`src/assert_macros.svh`:
```
// Assertion helpers shared by the RTL files.
// All checks sample on clk_i and are disabled while rst_ni is low.
`ifndef ASSERT_MACROS_SVH
`define ASSERT_MACROS_SVH

// Check a property on every rising clock edge outside reset
`define ASSERT_CLK(label, prop, msg) \
  label: assert property (@(posedge clk_i) disable iff (!rst_ni) (prop)) else $error(msg);

// Check that a condition implies a consequence in the same cycle
`define ASSERT_IMPLIES(label, ante, cons, msg) \
  `ASSERT_CLK(label, (ante) |-> (cons), msg)

`endif

```
`src/tlqi_pkg.sv`:
```
`timescale 1ns / 1ps
`default_nettype none

package tlqi_pkg;

  // Field and datapath widths
  localparam int unsigned COORD_W    = 9;
  localparam int unsigned LOD_W      = 3;
  localparam int unsigned NLOD_W     = 4;
  localparam int unsigned BASE_W     = 18;
  localparam int unsigned PROD_W     = 28;
  localparam int unsigned IDX_W      = 20;
  localparam int unsigned GW_W       = 11;
  localparam int unsigned VC_W       = 21;
  localparam int unsigned CFG_IDX_W  = 2;
  localparam int unsigned CFG_DATA_W = 21;
  localparam int unsigned N_CORNER   = 4;

  // Corner slots: (x,z), (x+s,z), (x,z+s), (x+s,z+s)
  localparam int unsigned C11 = 0;
  localparam int unsigned C21 = 1;
  localparam int unsigned C12 = 2;
  localparam int unsigned C22 = 3;

  // Grid width ceiling
  localparam logic [GW_W-1:0] GRID_MAX = 11'd1024;

  // Register reset values
  localparam logic [LOD_W-1:0] RST_MAX_LOD      = 3'd5;
  localparam logic [GW_W-1:0]  RST_GRID_WIDTH   = 11'd128;
  localparam logic [VC_W-1:0]  RST_VERTEX_COUNT = 21'd16384;

  typedef enum logic [CFG_IDX_W-1:0] {
    CFG_MAX_LOD      = 2'd0,
    CFG_GRID_WIDTH   = 2'd1,
    CFG_VERTEX_COUNT = 2'd2
  } cfg_idx_e;

  // Per-request patch context shared by the four corners
  typedef struct packed {
    logic [COORD_W-1:0] ext_r;
    logic [COORD_W-1:0] ext_c;
    logic [LOD_W-1:0]   lod_self;
    logic [COORD_W-1:0] edge_len;
    logic [NLOD_W-1:0]  lod_top;
    logic [NLOD_W-1:0]  lod_bottom;
    logic [NLOD_W-1:0]  lod_west;
    logic [NLOD_W-1:0]  lod_east;
  } tlqi_ctx_t;

  typedef struct packed {
    logic [COORD_W-1:0] x;
    logic [COORD_W-1:0] z;
  } tlqi_pt_t;

  // First stage contents handed to the index stages
  typedef struct packed {
    logic                       valid;
    tlqi_pt_t [N_CORNER-1:0]    pt;
    logic [BASE_W-1:0]          row_base;
    logic [BASE_W-1:0]          col_base;
  } tlqi_s1_t;

endpackage

`default_nettype wire

```
`src/tlqi_req_if.sv`:
```
`timescale 1ns / 1ps
`default_nettype none

interface tlqi_req_if;
  logic              valid;
  logic              ready;
  logic [8:0]        tile_row;
  logic [8:0]        tile_col;
  logic [7:0]        quad_x;
  logic [7:0]        quad_z;
  logic [2:0]        lod_self;
  logic signed [3:0] lod_top;
  logic signed [3:0] lod_bottom;
  logic signed [3:0] lod_west;
  logic signed [3:0] lod_east;
  logic [8:0]        extent_rows;
  logic [8:0]        extent_cols;

  modport source (
    output valid, tile_row, tile_col, quad_x, quad_z, lod_self,
           lod_top, lod_bottom, lod_west, lod_east, extent_rows, extent_cols,
    input  ready
  );

  modport sink (
    input  valid, tile_row, tile_col, quad_x, quad_z, lod_self,
           lod_top, lod_bottom, lod_west, lod_east, extent_rows, extent_cols,
    output ready
  );
endinterface

`default_nettype wire

```
`src/tlqi_res_if.sv`:
```
`timescale 1ns / 1ps
`default_nettype none

interface tlqi_res_if;
  logic        valid;
  logic        ready;
  logic        valid_res;
  logic [19:0] first_index;
  logic [19:0] second_index;
  logic [19:0] third_index;
  logic [19:0] fourth_index;
  logic [19:0] fifth_index;
  logic [19:0] sixth_index;

  modport source (
    output valid, valid_res, first_index, second_index, third_index,
           fourth_index, fifth_index, sixth_index,
    input  ready
  );

  modport sink (
    input  valid, valid_res, first_index, second_index, third_index,
           fourth_index, fifth_index, sixth_index,
    output ready
  );
endinterface

`default_nettype wire

```
`src/tlqi_corner.sv`:
```
`timescale 1ns / 1ps
`default_nettype none

module tlqi_corner (
  input  tlqi_pkg::tlqi_ctx_t          ctx_i,
  input  logic [tlqi_pkg::COORD_W-1:0] x_i,
  input  logic [tlqi_pkg::COORD_W-1:0] z_i,
  output tlqi_pkg::tlqi_pt_t           pt_o
);
  import tlqi_pkg::*;

  // Snap down to a coarser neighbour's grid; negative level means no neighbour
  function automatic logic [COORD_W-1:0] snap(
    input logic [COORD_W-1:0] v,
    input logic [NLOD_W-1:0]  nl,
    input logic [LOD_W-1:0]   self_lod
  );
    logic [COORD_W-1:0] keep;
    keep = {COORD_W{1'b1}} << nl[LOD_W-1:0];
    if (!nl[NLOD_W-1] && (nl[LOD_W-1:0] > self_lod)) begin
      return v & keep;
    end
    return v;
  endfunction

  logic [COORD_W-1:0] x_clip, z_clip;
  logic [COORD_W-1:0] x_snap, z_snap;

  // Clip to extents, snap along borders, then pull back to the patch edge
  always_comb begin
    z_clip = (z_i > ctx_i.ext_r) ? ctx_i.ext_r : z_i;
    x_clip = (x_i > ctx_i.ext_c) ? ctx_i.ext_c : x_i;

    if (z_clip == '0) begin
      x_snap = snap(x_clip, ctx_i.lod_top, ctx_i.lod_self);
    end else if (z_clip == ctx_i.edge_len) begin
      x_snap = snap(x_clip, ctx_i.lod_bottom, ctx_i.lod_self);
    end else begin
      x_snap = x_clip;
    end

    if (x_snap == '0) begin
      z_snap = snap(z_clip, ctx_i.lod_west, ctx_i.lod_self);
    end else if (x_snap == ctx_i.edge_len) begin
      z_snap = snap(z_clip, ctx_i.lod_east, ctx_i.lod_self);
    end else begin
      z_snap = z_clip;
    end

    pt_o.z = (z_snap > ctx_i.edge_len) ? ctx_i.edge_len : z_snap;
    pt_o.x = (x_snap > ctx_i.edge_len) ? ctx_i.edge_len : x_snap;
  end

endmodule

`default_nettype wire

```
`src/tlqi_coord_stage.sv`:
```
`timescale 1ns / 1ps
`default_nettype none

module tlqi_coord_stage (
  input  logic                         clk_i,
  input  logic                         rst_ni,
  tlqi_req_if.sink                     req,
  input  logic [tlqi_pkg::LOD_W-1:0]   max_lod_i,
  input  logic                         adv_i,
  output tlqi_pkg::tlqi_s1_t           s1_o
);
  import tlqi_pkg::*;

  tlqi_ctx_t                      ctx;
  logic [COORD_W-1:0]             step;
  logic [COORD_W-1:0]             x_lo, x_hi, z_lo, z_hi;
  logic [N_CORNER-1:0][COORD_W-1:0] cx, cz;
  tlqi_pt_t [N_CORNER-1:0]        pt;
  logic [LOD_W:0]                 base_sh;
  logic [BASE_W-1:0]              row_base, col_base;
  logic                           valid_q, valid_d;
  tlqi_pt_t [N_CORNER-1:0]        pt_q;
  logic [BASE_W-1:0]              row_base_q, col_base_q;
  logic                           advance;

  // Take a new request whenever this stage is empty or moves on
  assign advance   = !valid_q || adv_i;
  assign req.ready = advance;

  // Patch context and the four corner positions
  always_comb begin
    step           = COORD_W'(1) << req.lod_self;
    ctx.ext_r      = req.extent_rows;
    ctx.ext_c      = req.extent_cols;
    ctx.lod_self   = req.lod_self;
    ctx.edge_len   = COORD_W'(2) << max_lod_i;
    ctx.lod_top    = req.lod_top;
    ctx.lod_bottom = req.lod_bottom;
    ctx.lod_west   = req.lod_west;
    ctx.lod_east   = req.lod_east;

    x_lo = {1'b0, req.quad_x};
    z_lo = {1'b0, req.quad_z};
    x_hi = x_lo + step;
    z_hi = z_lo + step;

    cx[C11] = x_lo; cz[C11] = z_lo;
    cx[C21] = x_hi; cz[C21] = z_lo;
    cx[C12] = x_lo; cz[C12] = z_hi;
    cx[C22] = x_hi; cz[C22] = z_hi;

    // Patch origin in the grid is the tile position times the edge length
    base_sh  = {1'b0, max_lod_i} + (LOD_W+1)'(1);
    row_base = BASE_W'(req.tile_row) << base_sh;
    col_base = BASE_W'(req.tile_col) << base_sh;
  end

  for (genvar k = 0; k < N_CORNER; k++) begin : g_corner
    tlqi_corner u_corner (
      .ctx_i (ctx),
      .x_i   (cx[k]),
      .z_i   (cz[k]),
      .pt_o  (pt[k])
    );
  end

  assign valid_d = advance ? req.valid : valid_q;

  always_ff @(posedge clk_i or negedge rst_ni) begin
    if (!rst_ni) begin
      valid_q <= 1'b0;
    end else begin
      valid_q <= valid_d;
    end
  end

  // Payload loads on advance, holds while stalled
  always_ff @(posedge clk_i) begin
    if (advance) begin
      pt_q       <= pt;
      row_base_q <= row_base;
      col_base_q <= col_base;
    end
  end

  always_comb begin
    s1_o.valid    = valid_q;
    s1_o.pt       = pt_q;
    s1_o.row_base = row_base_q;
    s1_o.col_base = col_base_q;
  end

endmodule

`default_nettype wire

```
`src/tlqi_index_stage.sv`:
```
`timescale 1ns / 1ps
`default_nettype none

module tlqi_index_stage (
  input  logic                        clk_i,
  input  logic                        rst_ni,
  input  tlqi_pkg::tlqi_s1_t          s1_i,
  input  logic [tlqi_pkg::GW_W-1:0]   grid_width_i,
  input  logic [tlqi_pkg::VC_W-1:0]   vertex_count_i,
  output logic                        adv_o,
  tlqi_res_if.source                  res
);
  import tlqi_pkg::*;

  logic [GW_W-1:0]                     gw_sat;
  logic [N_CORNER-1:0][BASE_W-1:0]     zr, xc;
  logic [N_CORNER-1:0][PROD_W-1:0]     prod;
  logic [N_CORNER-1:0][PROD_W-1:0]     prod_q;
  logic [N_CORNER-1:0][BASE_W-1:0]     xc_q;
  logic                                mul_valid_q;
  logic [N_CORNER-1:0][PROD_W-1:0]     idx;
  logic [N_CORNER-1:0]                 in_range;
  logic                                all_ok;
  logic [N_CORNER-1:0][IDX_W-1:0]      idx_d, idx_q;
  logic                                out_valid_q, ok_q;
  logic                                adv_mul, adv_out;

  // Stall chain from the result side back to the first stage
  assign adv_out = !out_valid_q || res.ready;
  assign adv_mul = !mul_valid_q || adv_out;
  assign adv_o   = adv_mul;

  assign gw_sat = (grid_width_i > GRID_MAX) ? GRID_MAX : grid_width_i;

  // Row offset times grid width, one multiplier per corner
  always_comb begin
    for (int k = 0; k < N_CORNER; k++) begin
      zr[k]   = BASE_W'(s1_i.pt[k].z) + s1_i.row_base;
      xc[k]   = BASE_W'(s1_i.pt[k].x) + s1_i.col_base;
      prod[k] = PROD_W'(zr[k] * gw_sat);
    end
  end

  always_ff @(posedge clk_i or negedge rst_ni) begin
    if (!rst_ni) begin
      mul_valid_q <= 1'b0;
    end else if (adv_mul) begin
      mul_valid_q <= s1_i.valid;
    end
  end

  always_ff @(posedge clk_i) begin
    if (adv_mul) begin
      prod_q <= prod;
      xc_q   <= xc;
    end
  end

  // Final add, range check against the buffer size, zero the invalid case
  always_comb begin
    for (int k = 0; k < N_CORNER; k++) begin
      idx[k]      = prod_q[k] + PROD_W'(xc_q[k]);
      in_range[k] = idx[k] < PROD_W'(vertex_count_i);
    end
    all_ok = &in_range;
    for (int k = 0; k < N_CORNER; k++) begin
      idx_d[k] = all_ok ? idx[k][IDX_W-1:0] : '0;
    end
  end

  always_ff @(posedge clk_i or negedge rst_ni) begin
    if (!rst_ni) begin
      out_valid_q <= 1'b0;
    end else if (adv_out) begin
      out_valid_q <= mul_valid_q;
    end
  end

  always_ff @(posedge clk_i) begin
    if (adv_out) begin
      ok_q  <= all_ok;
      idx_q <= idx_d;
    end
  end

  assign res.valid        = out_valid_q;
  assign res.valid_res    = ok_q;
  assign res.first_index  = idx_q[C12];
  assign res.second_index = idx_q[C11];
  assign res.third_index  = idx_q[C22];
  assign res.fourth_index = idx_q[C22];
  assign res.fifth_index  = idx_q[C11];
  assign res.sixth_index  = idx_q[C21];

endmodule

`default_nettype wire

```
`src/terrain_lod_quad_indexer_top.sv`:
```
// Throughput: one quad per cycle unless res.ready stalls the pipeline; the three
//   register stages are corner placement, row-times-width multiply, and final
//   add with range check, passed through in that order.
// Reset: rst_ni is asynchronous and active low; it empties the pipeline and
//   returns max_lod, grid_width and vertex_count to 5, 128 and 16384.
`timescale 1ns / 1ps
`default_nettype none
`include "assert_macros.svh"

module terrain_lod_quad_indexer_top (
  input  logic                             clk_i,
  input  logic                             rst_ni,
  input  logic                             cfg_we_i,
  input  logic [tlqi_pkg::CFG_IDX_W-1:0]   cfg_idx_i,
  input  logic [tlqi_pkg::CFG_DATA_W-1:0]  cfg_data_i,
  tlqi_req_if.sink                         req,
  tlqi_res_if.source                       res
);
  import tlqi_pkg::*;

  logic [LOD_W-1:0] max_lod_q;
  logic [GW_W-1:0]  grid_width_q;
  logic [VC_W-1:0]  vertex_count_q;
  tlqi_s1_t         s1;
  logic             adv;

  // Configuration registers; unknown indexes are dropped
  always_ff @(posedge clk_i or negedge rst_ni) begin
    if (!rst_ni) begin
      max_lod_q      <= RST_MAX_LOD;
      grid_width_q   <= RST_GRID_WIDTH;
      vertex_count_q <= RST_VERTEX_COUNT;
    end else if (cfg_we_i) begin
      case (cfg_idx_e'(cfg_idx_i))
        CFG_MAX_LOD:      max_lod_q      <= cfg_data_i[LOD_W-1:0];
        CFG_GRID_WIDTH:   grid_width_q   <= cfg_data_i[GW_W-1:0];
        CFG_VERTEX_COUNT: vertex_count_q <= cfg_data_i[VC_W-1:0];
        default: ;
      endcase
    end
  end

  tlqi_coord_stage u_coord (
    .clk_i     (clk_i),
    .rst_ni    (rst_ni),
    .req       (req),
    .max_lod_i (max_lod_q),
    .adv_i     (adv),
    .s1_o      (s1)
  );

  tlqi_index_stage u_index (
    .clk_i          (clk_i),
    .rst_ni         (rst_ni),
    .s1_i           (s1),
    .grid_width_i   (grid_width_q),
    .vertex_count_i (vertex_count_q),
    .adv_o          (adv),
    .res            (res)
  );

  // An invalid quad carries all-zero indices
  `ASSERT_IMPLIES(a_invalid_zero, res.valid && !res.valid_res,
    (res.first_index == '0) && (res.second_index == '0) && (res.third_index == '0)
    && (res.sixth_index == '0), "invalid quad with non-zero index")

  // Shared corners of the two triangles agree
  `ASSERT_IMPLIES(a_shared_corners, res.valid && res.valid_res,
    (res.fourth_index == res.third_index) && (res.fifth_index == res.second_index),
    "shared triangle corners differ")

  // With no result waiting nothing can stall the input side
  `ASSERT_IMPLIES(a_ready_when_drained, !res.valid, req.ready,
    "request refused while output stage empty")

  // First stage holds a request only after one was taken
  `ASSERT_IMPLIES(a_s1_source, $rose(s1.valid), $past(req.valid && req.ready),
    "first stage filled without an accepted request")

endmodule

`default_nettype wire

```
`src/flat_wrapper.sv`:
```
// flat-port wrapper written by rule: the top's interface ports become plain ports
module terrain_lod_quad_indexer_top_flat import tlqi_pkg::*;
  (clk_i, rst_ni, cfg_we_i, cfg_idx_i, cfg_data_i, req_valid, req_tile_row, req_tile_col, req_quad_x, req_quad_z, req_lod_self, req_lod_top, req_lod_bottom, req_lod_west, req_lod_east, req_extent_rows, req_extent_cols, req_ready, res_valid, res_valid_res, res_first_index, res_second_index, res_third_index, res_fourth_index, res_fifth_index, res_sixth_index, res_ready);
  tlqi_req_if req_i ();
  tlqi_res_if res_i ();
  input  logic clk_i;
  input  logic rst_ni;
  input  logic cfg_we_i;
  input  logic [tlqi_pkg::CFG_IDX_W-1:0] cfg_idx_i;
  input  logic [tlqi_pkg::CFG_DATA_W-1:0] cfg_data_i;
  input wire logic [$bits(req_i.valid)-1:0] req_valid;
  input wire logic [$bits(req_i.tile_row)-1:0] req_tile_row;
  input wire logic [$bits(req_i.tile_col)-1:0] req_tile_col;
  input wire logic [$bits(req_i.quad_x)-1:0] req_quad_x;
  input wire logic [$bits(req_i.quad_z)-1:0] req_quad_z;
  input wire logic [$bits(req_i.lod_self)-1:0] req_lod_self;
  input wire logic [$bits(req_i.lod_top)-1:0] req_lod_top;
  input wire logic [$bits(req_i.lod_bottom)-1:0] req_lod_bottom;
  input wire logic [$bits(req_i.lod_west)-1:0] req_lod_west;
  input wire logic [$bits(req_i.lod_east)-1:0] req_lod_east;
  input wire logic [$bits(req_i.extent_rows)-1:0] req_extent_rows;
  input wire logic [$bits(req_i.extent_cols)-1:0] req_extent_cols;
  output wire logic [$bits(req_i.ready)-1:0] req_ready;
  output wire logic [$bits(res_i.valid)-1:0] res_valid;
  output wire logic [$bits(res_i.valid_res)-1:0] res_valid_res;
  output wire logic [$bits(res_i.first_index)-1:0] res_first_index;
  output wire logic [$bits(res_i.second_index)-1:0] res_second_index;
  output wire logic [$bits(res_i.third_index)-1:0] res_third_index;
  output wire logic [$bits(res_i.fourth_index)-1:0] res_fourth_index;
  output wire logic [$bits(res_i.fifth_index)-1:0] res_fifth_index;
  output wire logic [$bits(res_i.sixth_index)-1:0] res_sixth_index;
  input wire logic [$bits(res_i.ready)-1:0] res_ready;
  assign req_i.valid = req_valid;
  assign req_i.tile_row = req_tile_row;
  assign req_i.tile_col = req_tile_col;
  assign req_i.quad_x = req_quad_x;
  assign req_i.quad_z = req_quad_z;
  assign req_i.lod_self = req_lod_self;
  assign req_i.lod_top = req_lod_top;
  assign req_i.lod_bottom = req_lod_bottom;
  assign req_i.lod_west = req_lod_west;
  assign req_i.lod_east = req_lod_east;
  assign req_i.extent_rows = req_extent_rows;
  assign req_i.extent_cols = req_extent_cols;
  assign req_ready = req_i.ready;
  assign res_valid = res_i.valid;
  assign res_valid_res = res_i.valid_res;
  assign res_first_index = res_i.first_index;
  assign res_second_index = res_i.second_index;
  assign res_third_index = res_i.third_index;
  assign res_fourth_index = res_i.fourth_index;
  assign res_fifth_index = res_i.fifth_index;
  assign res_sixth_index = res_i.sixth_index;
  assign res_i.ready = res_ready;
  terrain_lod_quad_indexer_top u_core (.clk_i(clk_i), .rst_ni(rst_ni), .cfg_we_i(cfg_we_i), .cfg_idx_i(cfg_idx_i), .cfg_data_i(cfg_data_i), .req(req_i), .res(res_i));
endmodule
```
`config.mk`:
```
export PLATFORM = sky130hd
export DESIGN_NAME = terrain_lod_quad_indexer_top_flat
export DESIGN_NICKNAME = d
export VERILOG_FILES = /design/src/tlqi_pkg.sv /design/src/tlqi_req_if.sv /design/src/tlqi_res_if.sv /design/src/tlqi_corner.sv /design/src/tlqi_coord_stage.sv /design/src/tlqi_index_stage.sv /design/src/terrain_lod_quad_indexer_top.sv /design/src/flat_wrapper.sv
export VERILOG_INCLUDE_DIRS = /design/src /design/src/src
export SDC_FILE = /design/constraint.sdc
export NUM_CORES = 2
export LEC_CHECK = 0
export ABC_AREA = 0
export BUFFER_PORTS_ARGS = -buffer_cell sky130_fd_sc_hd__buf_2
export CAP_MARGIN = 20
export CORE_AREA = 2 2 323 325
export DETAILED_ROUTE_END_ITERATION = 7
export DIE_AREA = 0 0 325 327
export PLACE_DENSITY = 0.85
export SYNTH_ARGS = -nofsm -noshare
export SYNTH_HDL_FRONTEND = slang
export SYNTH_HIERARCHICAL = 1
export SYNTH_SLANG_ARGS = --single-unit
export TNS_END_PERCENT = 5
```
`constraint.sdc`:
```
create_clock -name clk_i -period 13.61 [get_ports clk_i]
set_input_delay 0.6805 -clock clk_i [delete_from_list [all_inputs] [get_ports clk_i]]
set_output_delay 0.6805 -clock clk_i [all_outputs]
set_load 0.01 [all_outputs]
```
==> flow_summary_export.csv <==
group,metric,value,unit
routing,drt_iter0_drc,5569,
routing,wl_per_cell,24.73,microns
final_layout,synthToLayoutAreaGrowth,6.512,%
critical_path,critPathCaptureType,"flop",
timing,finalHoldViolCount,0,
place,gp_congestion,1.055,
final_layout,drive_gt1_share,9.867,%
critical_path,critical_path_class,"primary input to flop",
clock_network,cts_resized,0,
die,die-area,0.1063,sq mm
critical_path,critPathSlowestCell,"buf_2",
timing,max_slew_margin,18.20,%
routing,antenna_left,0,
yosys,netlist_instances,6687,
grt,track_usage,37.51,%
clock_network,cts_root_buffer,"clkbuf_16",
yosys,synth_top_family_by_area,"adder cells",
grt,antenna_found_initial,23,
routing,drc_errors,0,
yosys,synth_edf_count,373,
die,die_h,327,microns
min_path,hold_path.class,"primary input to flop",
routing,totalWireLength,203900,microns
place,dpl_cell_area,0.06338,sq mm
grt,grt_max_degree,78,
clock_network,cts_tree,"done",
die,die_w,325,microns
die,initial_core_util,59.33,%
critical_path,arrival,10.46,ns
final_layout,final_common_cell,"inv_1",
timing,timing_worst_slew_pin_value,1.227,ns
yosys,synthArstFlopShare,9.246,%
clock_network,clk_transition_reported_paths,0.06,ns
clock_network,cts_buffers,46,
yosys,avgSynthCellArea,9.131,sq um
die,pin_count,222,
yosys,synth_cell_types,132,
die,row_count,118,
run,drv_cap,0,
critical_path,critPathMostFrequentCell,"ha_1",
yosys,synth-simple-area-share,17.42,%
grt,grt_pass1_wl,305800,microns
timing,period_needed,10.13,ns
yosys,syn_area,0.06106,sq mm
yosys,yosysSeqAreaShare,19.91,%
routing,via_per_inst,6.390,
timing,tns,0,ns
yosys,synth-compound-area-share,14.10,%
timing,finalMaxSlewViolations,0,
yosys,yosysWarningCount,6,
timing,rsz0062_at_grt,"false",
yosys,ys_seq_elements,411,
yosys,synth_ff_type,"edfxtp_1",
timing,post-route-period-util,74.42,%
clock_network,postCtsSetupBuffers,0,
timing,fin_skew,0.06063,ns
clock_network,cts-htree-levels,2,
routing,via_count,52670,
timing,setup_viol,0,
status,status,"finished clean",
timing,fmax,0.09873,GHz
critical_path,critPathMaxStageDelay,0.67,ns
clock_network,clockBufferDepth,3,
final_layout,nNetsFinal,8182,
timing,timing.hold.ws,0.2905,ns
yosys,synth-adder-area-share,33.16,%
critical_path,crit_fanout,40,
grt,grt_pass1_vias,51980,
place,port_buffers,221,
clock_network,cts_sinks,411,
yosys,synth.area.mux_share,2.713,%
yosys,synth_xor_area_share,5.293,%
routing,drtPass1Iterations,6,
grt,gr-total-overflow,0,
final_layout,layout_common_cells,"inv_1, nor2_1, ha_1",
place,post-dp-hpwl,160100,microns
final_layout,fill_cells,8137,
final_layout,design_area,0.06503,sq mm
clock_network,clock_latency,0.64,ns
critical_path,startpoint_type,"primary input",
critical_path,critical_path_required,13.94,ns
die,core,0.1029,sq mm
critical path: cells and delay by family:
kind / cells / cell delay [ns]
fa+ha+maj: 6 / 2.01
compound gates: 18 / 3.13
mux: 3 / 0.98
simple gates: 11 / 2.47
buf+inv: 4 / 1.16
path summary, 6_finish.rpt:
check	startpoint	end	slack, ns	depth (start not counted)
max	req_lod_self[0]	u_core/u_coord/s1_o[77]$_DFFE_PP_	3.48	42
min in group asynchronous	rst_ni	u_core/vertex_count_q[10]$_DFFE_PN0P_	0.51	2
max in group asynchronous	rst_ni	u_core/grid_width_q[7]$_DFFE_PN1P_	12.48	3
max reg2reg	u_core/u_coord/row_base_q[1]$_SDFFCE_PP0P_	u_core/u_index/prod_q[108]$_DFFE_PP_	3.77	27
min	req_valid	u_core/u_coord/valid_q$_DFFE_PN0P_	0.29	2
min reg2reg	u_core/u_index/mul_valid_q$_DFFE_PN0P_	u_core/u_index/res.valid$_DFFE_PN0P_	0.47	1
flip-flops by register name (all words and copies together) (netlist names), 18 cells and up:
| register | cells |
|---|---|
| u_core/u_index/res.sixth_index | 20 |
| u_core/u_coord/s1_o | 72 |
| u_core/vertex_count_q | 21 |
| u_core/u_index/res.first_index | 20 |
| u_core/u_index/res.fifth_index | 20 |
| u_core/u_index/xc_q | 72 |
| u_core/u_coord/col_base_q | 18 |
| u_core/u_index/res.fourth_index | 20 |
| u_core/u_index/prod_q | 112 |
| u_core/u_coord/row_base_q | 18 |
cells by family after synthesis:
group	count (synthesis)
xor+xnor	369
compound gates	1257
simple gates	2116
other cells	1
fa+ha+maj	1270
mux	141
flops	411
buf+inv	1122
synthesized netlist by cell type, types with 18 or more instances:
| cell type | n | share of area, % |
|---|---|---|
| a211o_1 | 21 | 0.30 |
| a211oi_1 | 62 | 0.76 |
| a21boi_0 | 19 | 0.23 |
| a21o_1 | 98 | 1.2 |
| a21oi_1 | 287 | 2.4 |
| a31oi_1 | 43 | 0.44 |
| and2_1 | 105 | 1.1 |
| and3_1 | 37 | 0.38 |
| buf_2 | 19 | 0.16 |
| buf_4 | 44 | 0.54 |
| clkbuf_1 | 154 | 0.95 |
| dfrtp_1 | 34 | 1.4 |
| edfxtp_1 | 373 | 18 |
| fa_1 | 580 | 19 |
| ha_1 | 690 | 14 |
| inv_1 | 869 | 5.3 |
| mux2_2 | 66 | 1.2 |
| mux2_4 | 20 | 0.49 |
| mux2i_1 | 50 | 0.82 |
| nand2_1 | 594 | 3.7 |
| nand2b_1 | 80 | 0.82 |
| nand3_1 | 117 | 0.96 |
| nand4_1 | 63 | 0.65 |
| nor2_1 | 690 | 4.2 |
| nor2b_1 | 74 | 0.76 |
| nor3_1 | 101 | 0.83 |
| nor3b_2 | 79 | 1.6 |
| nor4_1 | 28 | 0.29 |
| o2111ai_1 | 18 | 0.26 |
| o211ai_1 | 47 | 0.58 |
| o21a_1 | 99 | 1.2 |
| o21ai_0 | 234 | 1.9 |
| o21bai_1 | 45 | 0.55 |
| o22ai_1 | 25 | 0.26 |
| o31ai_1 | 31 | 0.38 |
| or2_2 | 22 | 0.23 |
| or3_1 | 30 | 0.31 |
| xnor2_1 | 258 | 3.7 |
| xor2_1 | 111 | 1.6 |
repair_timing:
item | CTS | global route
hold buffers | 0 | 1
hold endpoints to repair | 0 | 10
setup endpoints to repair | 0 | 0
layer usage:
layer / vias to the layer above / global-route usage [%] / wire length, microns
li1: 23090 / - / -
met1: 25330 / 46.36 / 74530
met2: 3414 / 58.85 / 89320
met3: 809 / 9.580 / 24080
met4: 22 / 23.77 / 15780
met5: - / 0 / 143
final cells by class:
type                            count  area (sq um)  area share, %
Inverter                          872          3273          5.033
Antenna cell                       12         30.03        0.04617
Sequential cell                   411         12160          18.69
Multi-Input combinational cell   5191         44600          68.58
Timing Repair Buffer              291          1647          2.532
Clock buffer                       62          1281          1.970
Tap cell                         1380          1727          2.655
Clock inverter                     24         316.6         0.4867
metrics by stage:
stage	utilization, %	std cells	setup WS [ns]
floorplan	-	6724	4.556
global placement	61.58	8142	3.216
detailed placement	61.59	8143	3.086
CTS	63.14	8229	3.651
global route	63.17	8232	2.963
finish	63.20	8243	3.481
Power is left out: the tool's default activity adds up to more than one toggle a clock period on the data nets, which glitch-free logic cannot reach.
